**config.mk**
```make
export PLATFORM = sky130hd
export DESIGN_NAME = i2c_master_bit_engine_core
export DESIGN_NICKNAME = d
export VERILOG_FILES = /design/src/i2cmbe_pkg.sv /design/src/i2cmbe_step.sv /design/src/i2c_master_bit_engine_core.sv
export SDC_FILE = /design/constraint.sdc
export NUM_CORES = 1
export LEC_CHECK = 0
export BUFFER_PORTS_ARGS = -buffer_cell sky130_fd_sc_hd__buf_2
export CORE_MARGIN = 2
export CORE_UTILIZATION = 50
export DETAILED_ROUTE_END_ITERATION = 6
export PLACE_DENSITY = 0.78
export SYNTH_ARGS = -nofsm -noshare
export SYNTH_HDL_FRONTEND = slang
export SYNTH_SLANG_ARGS = --single-unit
```
**constraint.sdc**
```tcl
create_clock -name clk -period 2.7 [get_ports clk]
set_input_delay 0.54 -clock clk [delete_from_list [all_inputs] [get_ports clk]]
set_output_delay 0.54 -clock clk [all_outputs]
set_load 0.05 [all_outputs]
```
**src/i2cmbe_pkg.sv**
```systemverilog
`timescale 1ns / 1ps
// ----------------------------------------------------------------------------
// I2C master bit engine package
// Shared types and constants: operation codes, one-hot phase codes, the
// register map of the configuration port and the engine state record.
// ----------------------------------------------------------------------------
package i2cmbe_pkg;

  localparam int unsigned TickW = 16;
  localparam int unsigned OpW = 3;
  localparam int unsigned ByteW = 8;
  localparam int unsigned BitIdxW = 4;
  localparam int unsigned CfgIdxW = 2;

  localparam logic [TickW-1:0] HalfPeriodReset = 16'd100;
  localparam logic [TickW-1:0] StretchLimitReset = 16'd1000;

  // Bit counter values with a meaning of their own.
  localparam logic [BitIdxW-1:0] BitsPerByte = 4'd8;
  localparam logic [BitIdxW-1:0] AckSlot = 4'd9;

  typedef enum logic [CfgIdxW-1:0] {
    CFG_HALF_PERIOD   = 2'd0,
    CFG_STRETCH_LIMIT = 2'd1
  } cfg_reg_t;

  typedef enum logic [OpW-1:0] {
    OP_START   = 3'd0,
    OP_RESTART = 3'd1,
    OP_STOP    = 3'd2,
    OP_WRITE   = 3'd3,
    OP_READ    = 3'd4
  } op_t;

  typedef enum logic [16:0] {
    PH_IDLE    = 17'h00001,
    PH_START_W = 17'h00002,
    PH_RS_W1   = 17'h00004,
    PH_RS_W2   = 17'h00008,
    PH_RS_W3   = 17'h00010,
    PH_SP_W    = 17'h00020,
    PH_RISE    = 17'h00040,
    PH_HOLD1   = 17'h00080,
    PH_HOLD2   = 17'h00100,
    PH_SP_END1 = 17'h00200,
    PH_SP_END2 = 17'h00400,
    PH_WR_BIT  = 17'h00800,
    PH_WR_GAP1 = 17'h01000,
    PH_WR_GAP2 = 17'h02000,
    PH_RD_PRE  = 17'h04000,
    PH_RD_LOW  = 17'h08000,
    PH_RD_ACKW = 17'h10000
  } phase_t;

  // One tick of bus inputs and command request.
  typedef struct packed {
    logic             cmd_valid;
    logic [OpW-1:0]   operation;
    logic [ByteW-1:0] tx_byte;
    logic             send_ack;
    logic             scl_in;
    logic             sda_in;
  } tick_in_t;

  typedef struct packed {
    phase_t             phase;
    logic [OpW-1:0]     current_op;
    logic [BitIdxW-1:0] bit_index;
    logic [ByteW-1:0]   shift_reg;
    logic [TickW-1:0]   delay_count;
    logic [TickW-1:0]   stretch_count;
    logic               scl_level;
    logic               sda_level;
    logic               ack_hold;
    logic               timeout_flag;
    logic               ack_request;
    logic [ByteW-1:0]   rx_last;
  } engine_state_t;

  localparam engine_state_t EngineReset = '{
    phase:         PH_IDLE,
    current_op:    '0,
    bit_index:     '0,
    shift_reg:     '0,
    delay_count:   '0,
    stretch_count: '0,
    scl_level:     1'b1,
    sda_level:     1'b1,
    ack_hold:      1'b1,
    timeout_flag:  1'b0,
    ack_request:   1'b0,
    rx_last:       '0
  };

endpackage

```
**src/i2cmbe_step.sv**
```systemverilog
`timescale 1ns / 1ps
// ----------------------------------------------------------------------------
// I2C master bit engine tick logic
// Next-state logic of the bus timing sequencer for one clock tick.
// ----------------------------------------------------------------------------
module i2cmbe_step (
  input  i2cmbe_pkg::engine_state_t        cur,
  input  i2cmbe_pkg::tick_in_t             tick,
  input  logic [i2cmbe_pkg::TickW-1:0]     half_period,
  input  logic [i2cmbe_pkg::TickW-1:0]     stretch_limit,
  output i2cmbe_pkg::engine_state_t        nxt,
  output logic                             done
);
  import i2cmbe_pkg::*;

  logic [TickW-1:0] half_ticks;

  // A zero half period is treated as a half period of 1.
  assign half_ticks = (half_period == '0) ? {{(TickW-1){1'b0}}, 1'b1} : half_period;

  // Work done once SCL has been high for its full time (or the stretch
  // wait gave up).
  function automatic engine_state_t after_high(engine_state_t s, logic sda,
                                               logic [TickW-1:0] ht);
    engine_state_t r;
    logic [BitIdxW-1:0] bi_inc;
    r = s;
    bi_inc = s.bit_index + 1'b1;
    if (s.current_op == OP_STOP) begin
      r.sda_level = 1'b1;
      r.delay_count = ht;
      r.phase = PH_SP_END1;
    end else if (s.current_op == OP_WRITE) begin
      if (s.bit_index >= AckSlot) begin
        r.ack_hold = sda;
        r.scl_level = 1'b0;
        r.phase = PH_IDLE;
      end else begin
        r.bit_index = bi_inc;
        r.scl_level = 1'b0;
        r.delay_count = ht;
        if (bi_inc < BitsPerByte) begin
          r.sda_level = s.shift_reg[ByteW-1];
          r.shift_reg = {s.shift_reg[ByteW-2:0], 1'b0};
          r.phase = PH_WR_BIT;
        end else begin
          r.phase = PH_WR_GAP1;
        end
      end
    end else begin
      r.scl_level = 1'b0;
      if (s.bit_index >= AckSlot) begin
        r.rx_last = s.shift_reg;
        r.phase = PH_IDLE;
      end else begin
        r.shift_reg = {s.shift_reg[ByteW-2:0], sda};
        r.bit_index = bi_inc;
        r.delay_count = ht;
        r.phase = PH_RD_LOW;
      end
    end
    return r;
  endfunction

  always_comb begin
    nxt = cur;
    case (cur.phase)
      PH_IDLE: begin
        if (tick.cmd_valid && (tick.operation <= OP_READ)) begin
          nxt.current_op = tick.operation;
          nxt.bit_index = '0;
          nxt.delay_count = half_ticks;
          case (tick.operation)
            OP_START: begin
              nxt.sda_level = 1'b0;
              nxt.phase = PH_START_W;
            end
            OP_RESTART: begin
              nxt.sda_level = 1'b1;
              nxt.scl_level = 1'b1;
              nxt.phase = PH_RS_W1;
            end
            OP_STOP: begin
              nxt.sda_level = 1'b0;
              nxt.phase = PH_SP_W;
            end
            OP_WRITE: begin
              nxt.scl_level = 1'b0;
              nxt.sda_level = tick.tx_byte[ByteW-1];
              nxt.shift_reg = {tick.tx_byte[ByteW-2:0], 1'b0};
              nxt.phase = PH_WR_BIT;
            end
            default: begin
              nxt.shift_reg = '0;
              nxt.ack_request = tick.send_ack;
              nxt.sda_level = 1'b1;
              nxt.phase = PH_RD_PRE;
            end
          endcase
        end
      end
      PH_RISE: begin
        if (tick.scl_in) begin
          nxt.delay_count = half_ticks;
          nxt.phase = PH_HOLD1;
        end else if (cur.stretch_count >= stretch_limit) begin
          nxt = after_high(cur, tick.sda_in, half_ticks);
          nxt.timeout_flag = 1'b1;
        end else begin
          nxt.stretch_count = cur.stretch_count + 1'b1;
        end
      end
      default: begin
        if (cur.delay_count > {{(TickW-1){1'b0}}, 1'b1}) begin
          nxt.delay_count = cur.delay_count - 1'b1;
        end else begin
          nxt.delay_count = '0;
          case (cur.phase)
            PH_START_W, PH_RS_W3: begin
              nxt.scl_level = 1'b0;
              nxt.phase = PH_IDLE;
            end
            PH_RS_W1: begin
              nxt.delay_count = half_ticks;
              nxt.phase = PH_RS_W2;
            end
            PH_RS_W2: begin
              nxt.sda_level = 1'b0;
              nxt.delay_count = half_ticks;
              nxt.phase = PH_RS_W3;
            end
            PH_SP_W, PH_WR_BIT, PH_RD_PRE: begin
              nxt.scl_level = 1'b1;
              nxt.stretch_count = '0;
              nxt.phase = PH_RISE;
            end
            PH_HOLD1: begin
              nxt.delay_count = half_ticks;
              nxt.phase = PH_HOLD2;
            end
            PH_HOLD2: begin
              nxt = after_high(cur, tick.sda_in, half_ticks);
            end
            PH_SP_END1: begin
              nxt.delay_count = half_ticks;
              nxt.phase = PH_SP_END2;
            end
            PH_SP_END2: begin
              nxt.phase = PH_IDLE;
            end
            PH_WR_GAP1: begin
              nxt.sda_level = 1'b1;
              nxt.delay_count = half_ticks;
              nxt.phase = PH_WR_GAP2;
            end
            PH_WR_GAP2, PH_RD_ACKW: begin
              nxt.bit_index = AckSlot;
              nxt.scl_level = 1'b1;
              nxt.stretch_count = '0;
              nxt.phase = PH_RISE;
            end
            PH_RD_LOW: begin
              if (cur.bit_index < BitsPerByte) begin
                nxt.scl_level = 1'b1;
                nxt.stretch_count = '0;
                nxt.phase = PH_RISE;
              end else begin
                if (cur.ack_request) begin
                  nxt.sda_level = 1'b0;
                end
                nxt.delay_count = half_ticks;
                nxt.phase = PH_RD_ACKW;
              end
            end
            default: begin
              nxt.phase = PH_IDLE;
            end
          endcase
        end
      end
    endcase
  end

  // Every path into idle from a busy phase is a command completion.
  assign done = (cur.phase != PH_IDLE) && (nxt.phase == PH_IDLE);

endmodule

```
**src/i2c_master_bit_engine_core.sv**
```systemverilog
// The result word for a tick is registered and appears in the cycle after the tick is accepted.
// Throughput: one tick word per cycle while the output is not stalled; the sequencer state register closes the loop.
// The output register frees in the cycle it is taken, so ticks stream without gaps.
// Reset (rst, synchronous) puts the bus sequencer idle with both lines released,
// and loads the half period with 100 and the stretch limit with 1000.
`timescale 1ns / 1ps
// ----------------------------------------------------------------------------
// I2C master bit engine
// Open-drain I2C master advanced one clock tick per input word. Generates
// start, repeated start, stop, byte write with ack sampling and byte read
// with ack or nack, honoring clock stretching with a sticky timeout flag.
// ----------------------------------------------------------------------------
module i2c_master_bit_engine_core (
  input  logic                              clk,
  input  logic                              rst,
  // Configuration write channel.
  input  logic                              cfg_valid,
  output logic                              cfg_ready,
  input  logic [i2cmbe_pkg::CfgIdxW-1:0]    cfg_index,
  input  logic [i2cmbe_pkg::TickW-1:0]      cfg_data,
  // Tick input channel.
  input  logic                              in_valid,
  output logic                              in_stall,
  input  logic                              cmd_valid,
  input  logic [i2cmbe_pkg::OpW-1:0]        operation,
  input  logic [i2cmbe_pkg::ByteW-1:0]      tx_byte,
  input  logic                              send_ack,
  input  logic                              scl_in,
  input  logic                              sda_in,
  // Result channel.
  output logic                              out_valid,
  input  logic                              out_stall,
  output logic                              scl_release,
  output logic                              sda_release,
  output logic                              busy_res,
  output logic                              done_res,
  output logic                              ack_bit,
  output logic [i2cmbe_pkg::ByteW-1:0]      rx_byte,
  output logic                              stretch_timeout
);
  import i2cmbe_pkg::*;

  logic [TickW-1:0] half_period;
  logic [TickW-1:0] stretch_limit;
  engine_state_t    state;
  engine_state_t    state_next;
  tick_in_t         tick;
  logic             step_done;
  logic             in_accept;

  // Registers are always writable; software must only write them while idle (not enforced here).
  assign cfg_ready = 1'b1;

  always_ff @(posedge clk) begin
    if (rst) begin
      half_period <= HalfPeriodReset;
      stretch_limit <= StretchLimitReset;
    end else if (cfg_valid && cfg_ready) begin
      case (cfg_index)
        CFG_HALF_PERIOD:   half_period <= cfg_data;
        CFG_STRETCH_LIMIT: stretch_limit <= cfg_data;
        default: ;
      endcase
    end
  end

  // The result register is the only buffer: a new word may enter whenever the
  // register is empty or being emptied in this same cycle.
  assign in_stall = out_valid && out_stall;
  assign in_accept = in_valid && !in_stall;

  assign tick = '{
    cmd_valid: cmd_valid,
    operation: operation,
    tx_byte:   tx_byte,
    send_ack:  send_ack,
    scl_in:    scl_in,
    sda_in:    sda_in
  };

  // The whole tick is evaluated combinationally from the current sequencer
  // state; the state only advances on an accepted word.
  i2cmbe_step u_step (
    .cur           (state),
    .tick          (tick),
    .half_period   (half_period),
    .stretch_limit (stretch_limit),
    .nxt           (state_next),
    .done          (step_done)
  );

  always_ff @(posedge clk) begin
    if (rst) begin
      state <= EngineReset;
    end else if (in_accept) begin
      state <= state_next;
    end
  end

  always_ff @(posedge clk) begin
    if (rst) begin
      out_valid <= 1'b0;
    end else if (in_accept) begin
      out_valid <= 1'b1;
    end else if (!out_stall) begin
      out_valid <= 1'b0;
    end
  end

  // Result payload reflects the state after this tick's update.
  always_ff @(posedge clk) begin
    if (in_accept) begin
      scl_release <= state_next.scl_level;
      sda_release <= state_next.sda_level;
      busy_res <= (state_next.phase != PH_IDLE);
      done_res <= step_done;
      ack_bit <= state_next.ack_hold;
      rx_byte <= state_next.rx_last;
      stretch_timeout <= state_next.timeout_flag;
    end
  end

  // A completion word never reports the engine as still busy.
  a_done_not_busy: assert property (@(posedge clk) disable iff (rst)
    (out_valid && done_res) |-> !busy_res)
    else $error("done reported while busy");

  // The stretch timeout flag is sticky until reset.
  a_timeout_sticky: assert property (@(posedge clk) disable iff (rst)
    state.timeout_flag |=> state.timeout_flag)
    else $error("stretch timeout flag cleared");

  // The bit counter never runs past the acknowledge slot.
  a_bit_index_range: assert property (@(posedge clk) disable iff (rst)
    state.bit_index <= AckSlot)
    else $error("bit index out of range");

  // A completion can only come out of a busy phase.
  a_done_from_busy: assert property (@(posedge clk) disable iff (rst)
    (in_accept && step_done) |-> (state.phase != PH_IDLE))
    else $error("completion from idle");

  // The sequencer state is frozen while no word is accepted.
  a_state_holds: assert property (@(posedge clk) disable iff (rst)
    !in_accept |=> $stable(state))
    else $error("state changed without a tick");

endmodule
```
## Yosys cells after proc, flatten, opt, wreduce, memory -nomap -nowiden

Index checks and enable logic that the tools add are counted.

| word-level totals | value |
|---|---|
| bits in read-only memories | 0 |
| memory bits (writable) | 0 |
| input bits | 38 |
| output and inout port bits | 17 |
| bits in latches | 0 |
| bits in registers | 124 |
| logic and storage cells | 156 |
| memories kept | 0 |

| cells by class | value |
|---|---|
| eq/ne operators | 35 |
| divide/modulo/power cells | 0 |
| add/sub/neg operators | 3 |
| multipliers | 0 |
| reduce and logical (&&, ||, !) cells | 26 |
| order comparisons | 6 |
| mux-type cells | 61 |
| shift operators | 0 |
| bitwise operators | 3 |

Operators with widths:

| kind | number |
|---|---|
| $pmux 17 s8 | 1 |
| $mux 16 | 8 |
| $mux 48 | 2 |
| $pmux 48 s2 | 1 |
| $mux 28 | 3 |
| $mux 17 | 4 |
| $pmux 16 s2 | 2 |
| $pmux 15 s4 | 1 |
| $mux 29 | 2 |
| $pmux 16 s3 | 1 |
| $mux 8 | 5 |
| $mux 13 | 3 |
| $eq 17x1->1 const B | 2 |
| $ne 17x1->1 const B | 2 |
| $mux 32 | 1 |
| $pmux 8 s2 | 2 |
| $eq 17x10->1 const B | 1 |
| $eq 17x12->1 const B | 1 |
| $eq 17x13->1 const B | 1 |
| $eq 17x14->1 const B | 1 |
| $eq 17x15->1 const B | 1 |
| $eq 17x16->1 const B | 1 |
| $eq 17x17->1 const B | 1 |
| $eq 17x2->1 const B | 1 |
| other kinds (50) | 86 |

## Depth between registers and ports, before layout

| depth | value |
|---|---|
| depth after elaboration | 11 |
| depth in mapped cells | 12 |

## Modules after synthesis

Synthesis repeated with hierarchy kept, for this count alone.

| second synthesis, totals | value |
|---|---|
| cell total of the unflattened synthesis | 1076 |
| area, all modules | 7828.8 um^2 |

By module, submodules not included:

| module | area an instance (um^2) | seq. area each (um^2) | cells an instance | instances |
|---|---|---|---|---|
| i2c_master_bit_engine_core | 4341.7 | 2622.5 | 503 | 1 |
| i2cmbe_step | 3487.1 | 0.0 | 573 | 1 |

## Least setup slack after synthesis

Ideal clock, no wire load.

| timing path | value |
|---|---|
| kind | flip-flop to flip-flop |
| start | register state[13] in the netlist's numbering |
| end | register rx_byte[0] in the netlist's numbering, data pin |
| arrival | 2547 ps |
| cell stages (with the launch flop) | 10 |
| required time | 2440 ps |
| setup slack | -107 ps |
| period minus slack after synthesis | 2807 ps |
| path through | dfxtp_1 > inv_1 > ha_1 > nand2b_1 > a2111o_1 > a32o_1 > nor3_2 > o21ai_1 > nand2_1 > mux2_2 |

RTL lines:

| element | line | source |
|---|---|---|
| start: declaration | i2c_master_bit_engine_core.sv:45 | `engine_state_t state;` |
| start signal: assignment | i2c_master_bit_engine_core.sv:94 | `state <= EngineReset;` |
| start signal: assignment | i2c_master_bit_engine_core.sv:96 | `state <= state_next;` |
| end signal: assignment | i2c_master_bit_engine_core.sv:118 | `rx_byte <= state_next.rx_last;` |
| end: declaration | i2c_master_bit_engine_core.sv:38 | `output logic [i2cmbe_pkg::ByteW-1:0] rx_byte,` |

## Worst setup path in the final report

| timing path | value |
|---|---|
| start | register stretch_limit[15] |
| end | register busy_res, data pin |

| between the ends | value |
|---|---|
| word-level cells in the longest chain between the ends | 5 |

RTL lines:

| element | line | source |
|---|---|---|
| start: declaration | i2c_master_bit_engine_core.sv:44 | `logic [TickW-1:0] stretch_limit;` |
| start signal: assignment | i2c_master_bit_engine_core.sv:57 | `stretch_limit <= StretchLimitReset;` |
| start signal: assignment | i2c_master_bit_engine_core.sv:61 | `CFG_STRETCH_LIMIT: stretch_limit <= cfg_data;` |
| $ge 16x16->1 | i2cmbe_step.sv:106 | `end else if (cur.stretch_count >= stretch_limit) begin` |
| $mux 48 | i2cmbe_step.sv:106 |  |
| $mux 17 | i2cmbe_step.sv:103 | `if (tick.scl_in) begin` |
| $pmux 48 s2 | i2cmbe_step.sv:67 | `case (cur.phase)` |
| $ne 17x1->1 | i2c_master_bit_engine_core.sv:115 | `busy_res <= (state_next.phase != PH_IDLE);` |
| end signal: assignment | i2c_master_bit_engine_core.sv:115 |  |
| end: declaration | i2c_master_bit_engine_core.sv:35 | `output logic busy_res,` |

No other way between the ends. The select of a mux whose other input is x is not followed.
A chain may end at the register's enable or synchronous reset.

==> impl_results.md <==
- Compound-Gate Fraction of Synth Area: 22.36%
- Critical setup path kind: reg -> reg
- Die span in y: 125.4 um
- Class of the worst hold path: in -> reg
- Final Slew Violations: 0
- Dominant combinational cell family by area after synthesis: simple AND/OR/NAND/NOR gates
- Cell-by-cell listing of the critical path: inv_1 > ha_4 > nand4_1 > nor3_2 > buf_4 > a32o_2 > nor3_4 > buf_4 > o32ai_4 > nand3_2 > or3_1
- Highest net fanout along the worst path: 4
- Final cycle utilization of the critical path: 101.6%
- Arrival time worst endpoint: 2.91 ns
- Worst endpoint required time: 2.87 ns
- Area growth from synthesis to layout: 25.34%
- Critical path's most frequent cell: buf_4
- CTS root buffer: clkbuf_16
- Critical path endpoint category: register
- Delay of the slowest cell on the worst path: 0.36 ns
- Max Fclk: 364.4 MHz
- Post-detailed-route DRC marker count: 0
- Number of sinks handled by clock tree synthesis: 124
- DRT Pass-1 Iters: 6
- Fraction of registers with async set or reset after synthesis: 0%
- Most used cells in the layout excluding fill and tap cells: nand2_1 (147), dfxtp_1 (104), buf_4 (85)
- Layout cell share with drive strength beyond 1: 24.46%
- H-tree level count: 4
- Number of global-route vias before repair: 7,262
- Post-synthesis xor/xnor area fraction: 0.9506%
- Number of DRC markers after the initial detailed-route iteration: 900
- Setup slack at placement: -0.1559 ns
- Total core area: 14,480 um2
- Clock Skew: 0.007169 ns
- Overall global routing resource usage: 28.81%
- Number of enable flip-flop cells after synthesis: 14
- Post-DR wirelength/cell: 18.63 um
- Worst R2R Path Depth: 11
- Power per unit of standard cell area: 594.9 nW/um2
- Final-layout worst hold slack: 0.3516 ns
- Max stage delay cell, worst path: or3_1
- Most common flop cell mapped by yosys: dfxtp_1
- Number of max-capacitance violations reported: 0
- Setup Viol. Count Final: 4
- Inserted Clock Buffers: 17
- Clock tree from TritonCTS: done
- Count of different cell masters after synthesis: 83
- Instance area after placement: 8293 um2
- Layout Nets: 1,110
- Violated checks: negative setup slack
- Count of hold-fix buffers inserted at cts: 0
- Syn Area/Cell: 7.866 um2
- Post-synthesis simple-gate area fraction: 28.13%
- Via count normalized by instance count: 6.289
- Width of the die: 125.4 um
- Instance count along the most critical hold path: 2
- Clock slew at the register clock pins of the worst setup and hold paths: 0.06 ns
- Synth warnings: 0
- RePlAce Congestion: 0.9706
- Status: finished with violations
- Static Leak: 3.745 nW
- Total vias in the final route: 7,843
- Post-route antenna net violation count: 0
- Final non-filler cell total: 1,247
- Relative slew slack: 55.03%
- Site Rows: 44
- Maximum count of clock buffers along a single path: 2
- Number of antenna cells inserted: 0
- Largest vdd supply drop: 509.5 uV
- Core utilization of the finished layout: 63.81%
- Minimum clock period: 2.744 ns
- Startpoint kind of the worst setup timing path: register
- Detailed Route WL: 23,230 um
- Total die area: 15,730 um2
- Fin area: 9239 um2
- Total instance count after detailed placement: 1,211
- Fill cell count: 1,191
- IO Pins: 55
- Unrepaired setup endpoints after global routing: true
- Final Hold Viols: 0
- First-pass GRT wire length: 36,650 um
- Multiplexer area fraction after synthesis: 3.955%
- Synthesized cell area: 7371 um2
- Initial antenna violation count: 0
- Synthesized instance count: 937
- Port-buffer cells: 53
- Synthesized netlist net count: 997
- Most frequent standard cell in the layout excluding fill and tap cells: nand2_1
- Register bit total from synthesis: 124
- Initial cell density of the core: 50.91%
- Worst-Skew Late Latency: 0.43 ns
- Worst Setup Slack, final: -0.04403 ns
- Adder-cell share of the synthesized area: 3.735%
- Transition time of the tightest slew-check pin: 0.6746 ns
- Maximum number of pins on one net before global-route repair: 37
- Placed wire-length estimate after detailed placement: 16,460 um
- Portion of the post-synthesis area used by sequential elements: 35.58%
- Grt total ovfl: 0
==> worst max-delay path: cells and delay by family, from the launching register on <==
family | cells | cell delay, ns
flip-flops | 1 | 0.33
AO/OA/AOI/OAI | 2 | 0.51
AND/OR/NAND/NOR | 5 | 0.98
buffers and inverters | 3 | 0.39
adder cells (fa/ha/maj) | 1 | 0.27
==> where the power goes <==
group	switching (W)	leakage (nW)	internal [W]
clock network	0.000890	0.291	0.00145
logic	0.000736	2.42	0.000418
registers	0.0000626	1.03	0.00194
total	0.00169	3.74	0.00381
==> registers in the layout, summed over array words and instances, names as in the netlist <==
register         flops
stretch_timeout      1
rx_byte              8
busy_res             1
state               77
scl_release          1
ack_bit              1
sda_release          1
stretch_limit       16
done_res             1
half_period         16
out_valid            1
==> layout make-up <==
type	instances	area (um2)	area share (%)
Multi-Input combinational cell	728	4669	50.54
Timing Repair Buffer	144	979.7	10.60
Clock inverter	14	168.9	1.828
Tap cell	184	230.2	2.492
Inverter	35	131.4	1.422
Clock buffer	18	429.2	4.645
Sequential cell	124	2630	28.47
==> metal layers <==
| metal | routed length, um | vias up | GRT usage [%] |
|---|---|---|---|
| met2 | 10840 | 418 | 46.48 |
| met1 | 9639 | 3666 | 37.29 |
| li1 | - | 3673 | - |
| met4 | 907 | 0 | 14.12 |
| met5 | 0 | - | 0 |
| met3 | 1846 | 86 | 5.263 |
==> stage by stage <==
step / TNS [ns] / power [W]
finish: -0.05882 / 0.005496
global route: -2.319 / 0.005673
CTS: 0 / 0.005415
detailed placement: -1.033 / 0.003095
global placement: -0.02752 / 0.003086
floorplan: 0 / 0.002712
==> cell usage after synthesis, types with 4 or more instances <==
cell type | n | area share (%)
or4_1 | 6 | 0.61
nor2_1 | 75 | 3.8
inv_1 | 34 | 1.7
nand2_1 | 148 | 7.5
a21oi_1 | 87 | 5.9
clkbuf_1 | 29 | 1.5
edfxtp_1 | 14 | 5.7
o31ai_1 | 8 | 0.81
a21o_1 | 4 | 0.41
a31oi_1 | 12 | 1.0
nor4_1 | 14 | 1.2
or3_1 | 10 | 0.85
nand3_1 | 38 | 2.6
and3_1 | 11 | 0.93
o21ai_0 | 38 | 2.6
dfxtp_1 | 110 | 30
mux2_2 | 9 | 1.4
a211oi_1 | 6 | 0.61
a221oi_1 | 5 | 0.59
and4_1 | 4 | 0.48
nand4_1 | 20 | 1.7
a22oi_1 | 5 | 0.51
nand2b_1 | 18 | 1.5
nor2b_1 | 6 | 0.51
o211ai_1 | 22 | 2.2
buf_2 | 12 | 0.81
buf_6 | 5 | 0.76
o22ai_1 | 16 | 1.4
xnor2_1 | 5 | 0.59
and2_1 | 4 | 0.34
nor4_2 | 6 | 1.0
mux2i_1 | 19 | 2.6
o32ai_1 | 6 | 0.71
o21ai_1 | 7 | 0.48
ha_1 | 22 | 3.7
nor3_1 | 25 | 1.7
==> final timing paths <==
check	from	endpoint	slack (ns)
hold reg to reg	stretch_limit[11]$_SDFFE_PP0P_	stretch_limit[11]$_SDFFE_PP0P_	0.46
setup reg to reg	stretch_limit[15]$_SDFFE_PP0P_	busy_res$_DFFE_PP_	-0.04
hold / removal	in_valid	out_valid$_SDFFE_PP0P_	0.35
setup / recovery	stretch_limit[15]$_SDFFE_PP0P_	busy_res$_DFFE_PP_	-0.04
==> timing repair <==
item | 4_1_cts | 5_1_grt
setup buffers | 0 | 2
setup endpoints to repair | 26 | 60
gates resized for setup | 4 | 56
pin swaps | 3 | 18
gates cloned | 0 | 2
==> cells by family (layout without fill, tap and decap cells) <==
group | Yosys count | after routing
xor+xnor | 8 | 8
compound gates | 255 | 256
mux | 28 | 28
simple gates | 413 | 413
fa+ha+maj | 22 | 22
buf+inv | 86 | 211
other cells | 1 | 1
flops | 124 | 124
No activity file was read; power rests on OpenSTA's default activity.
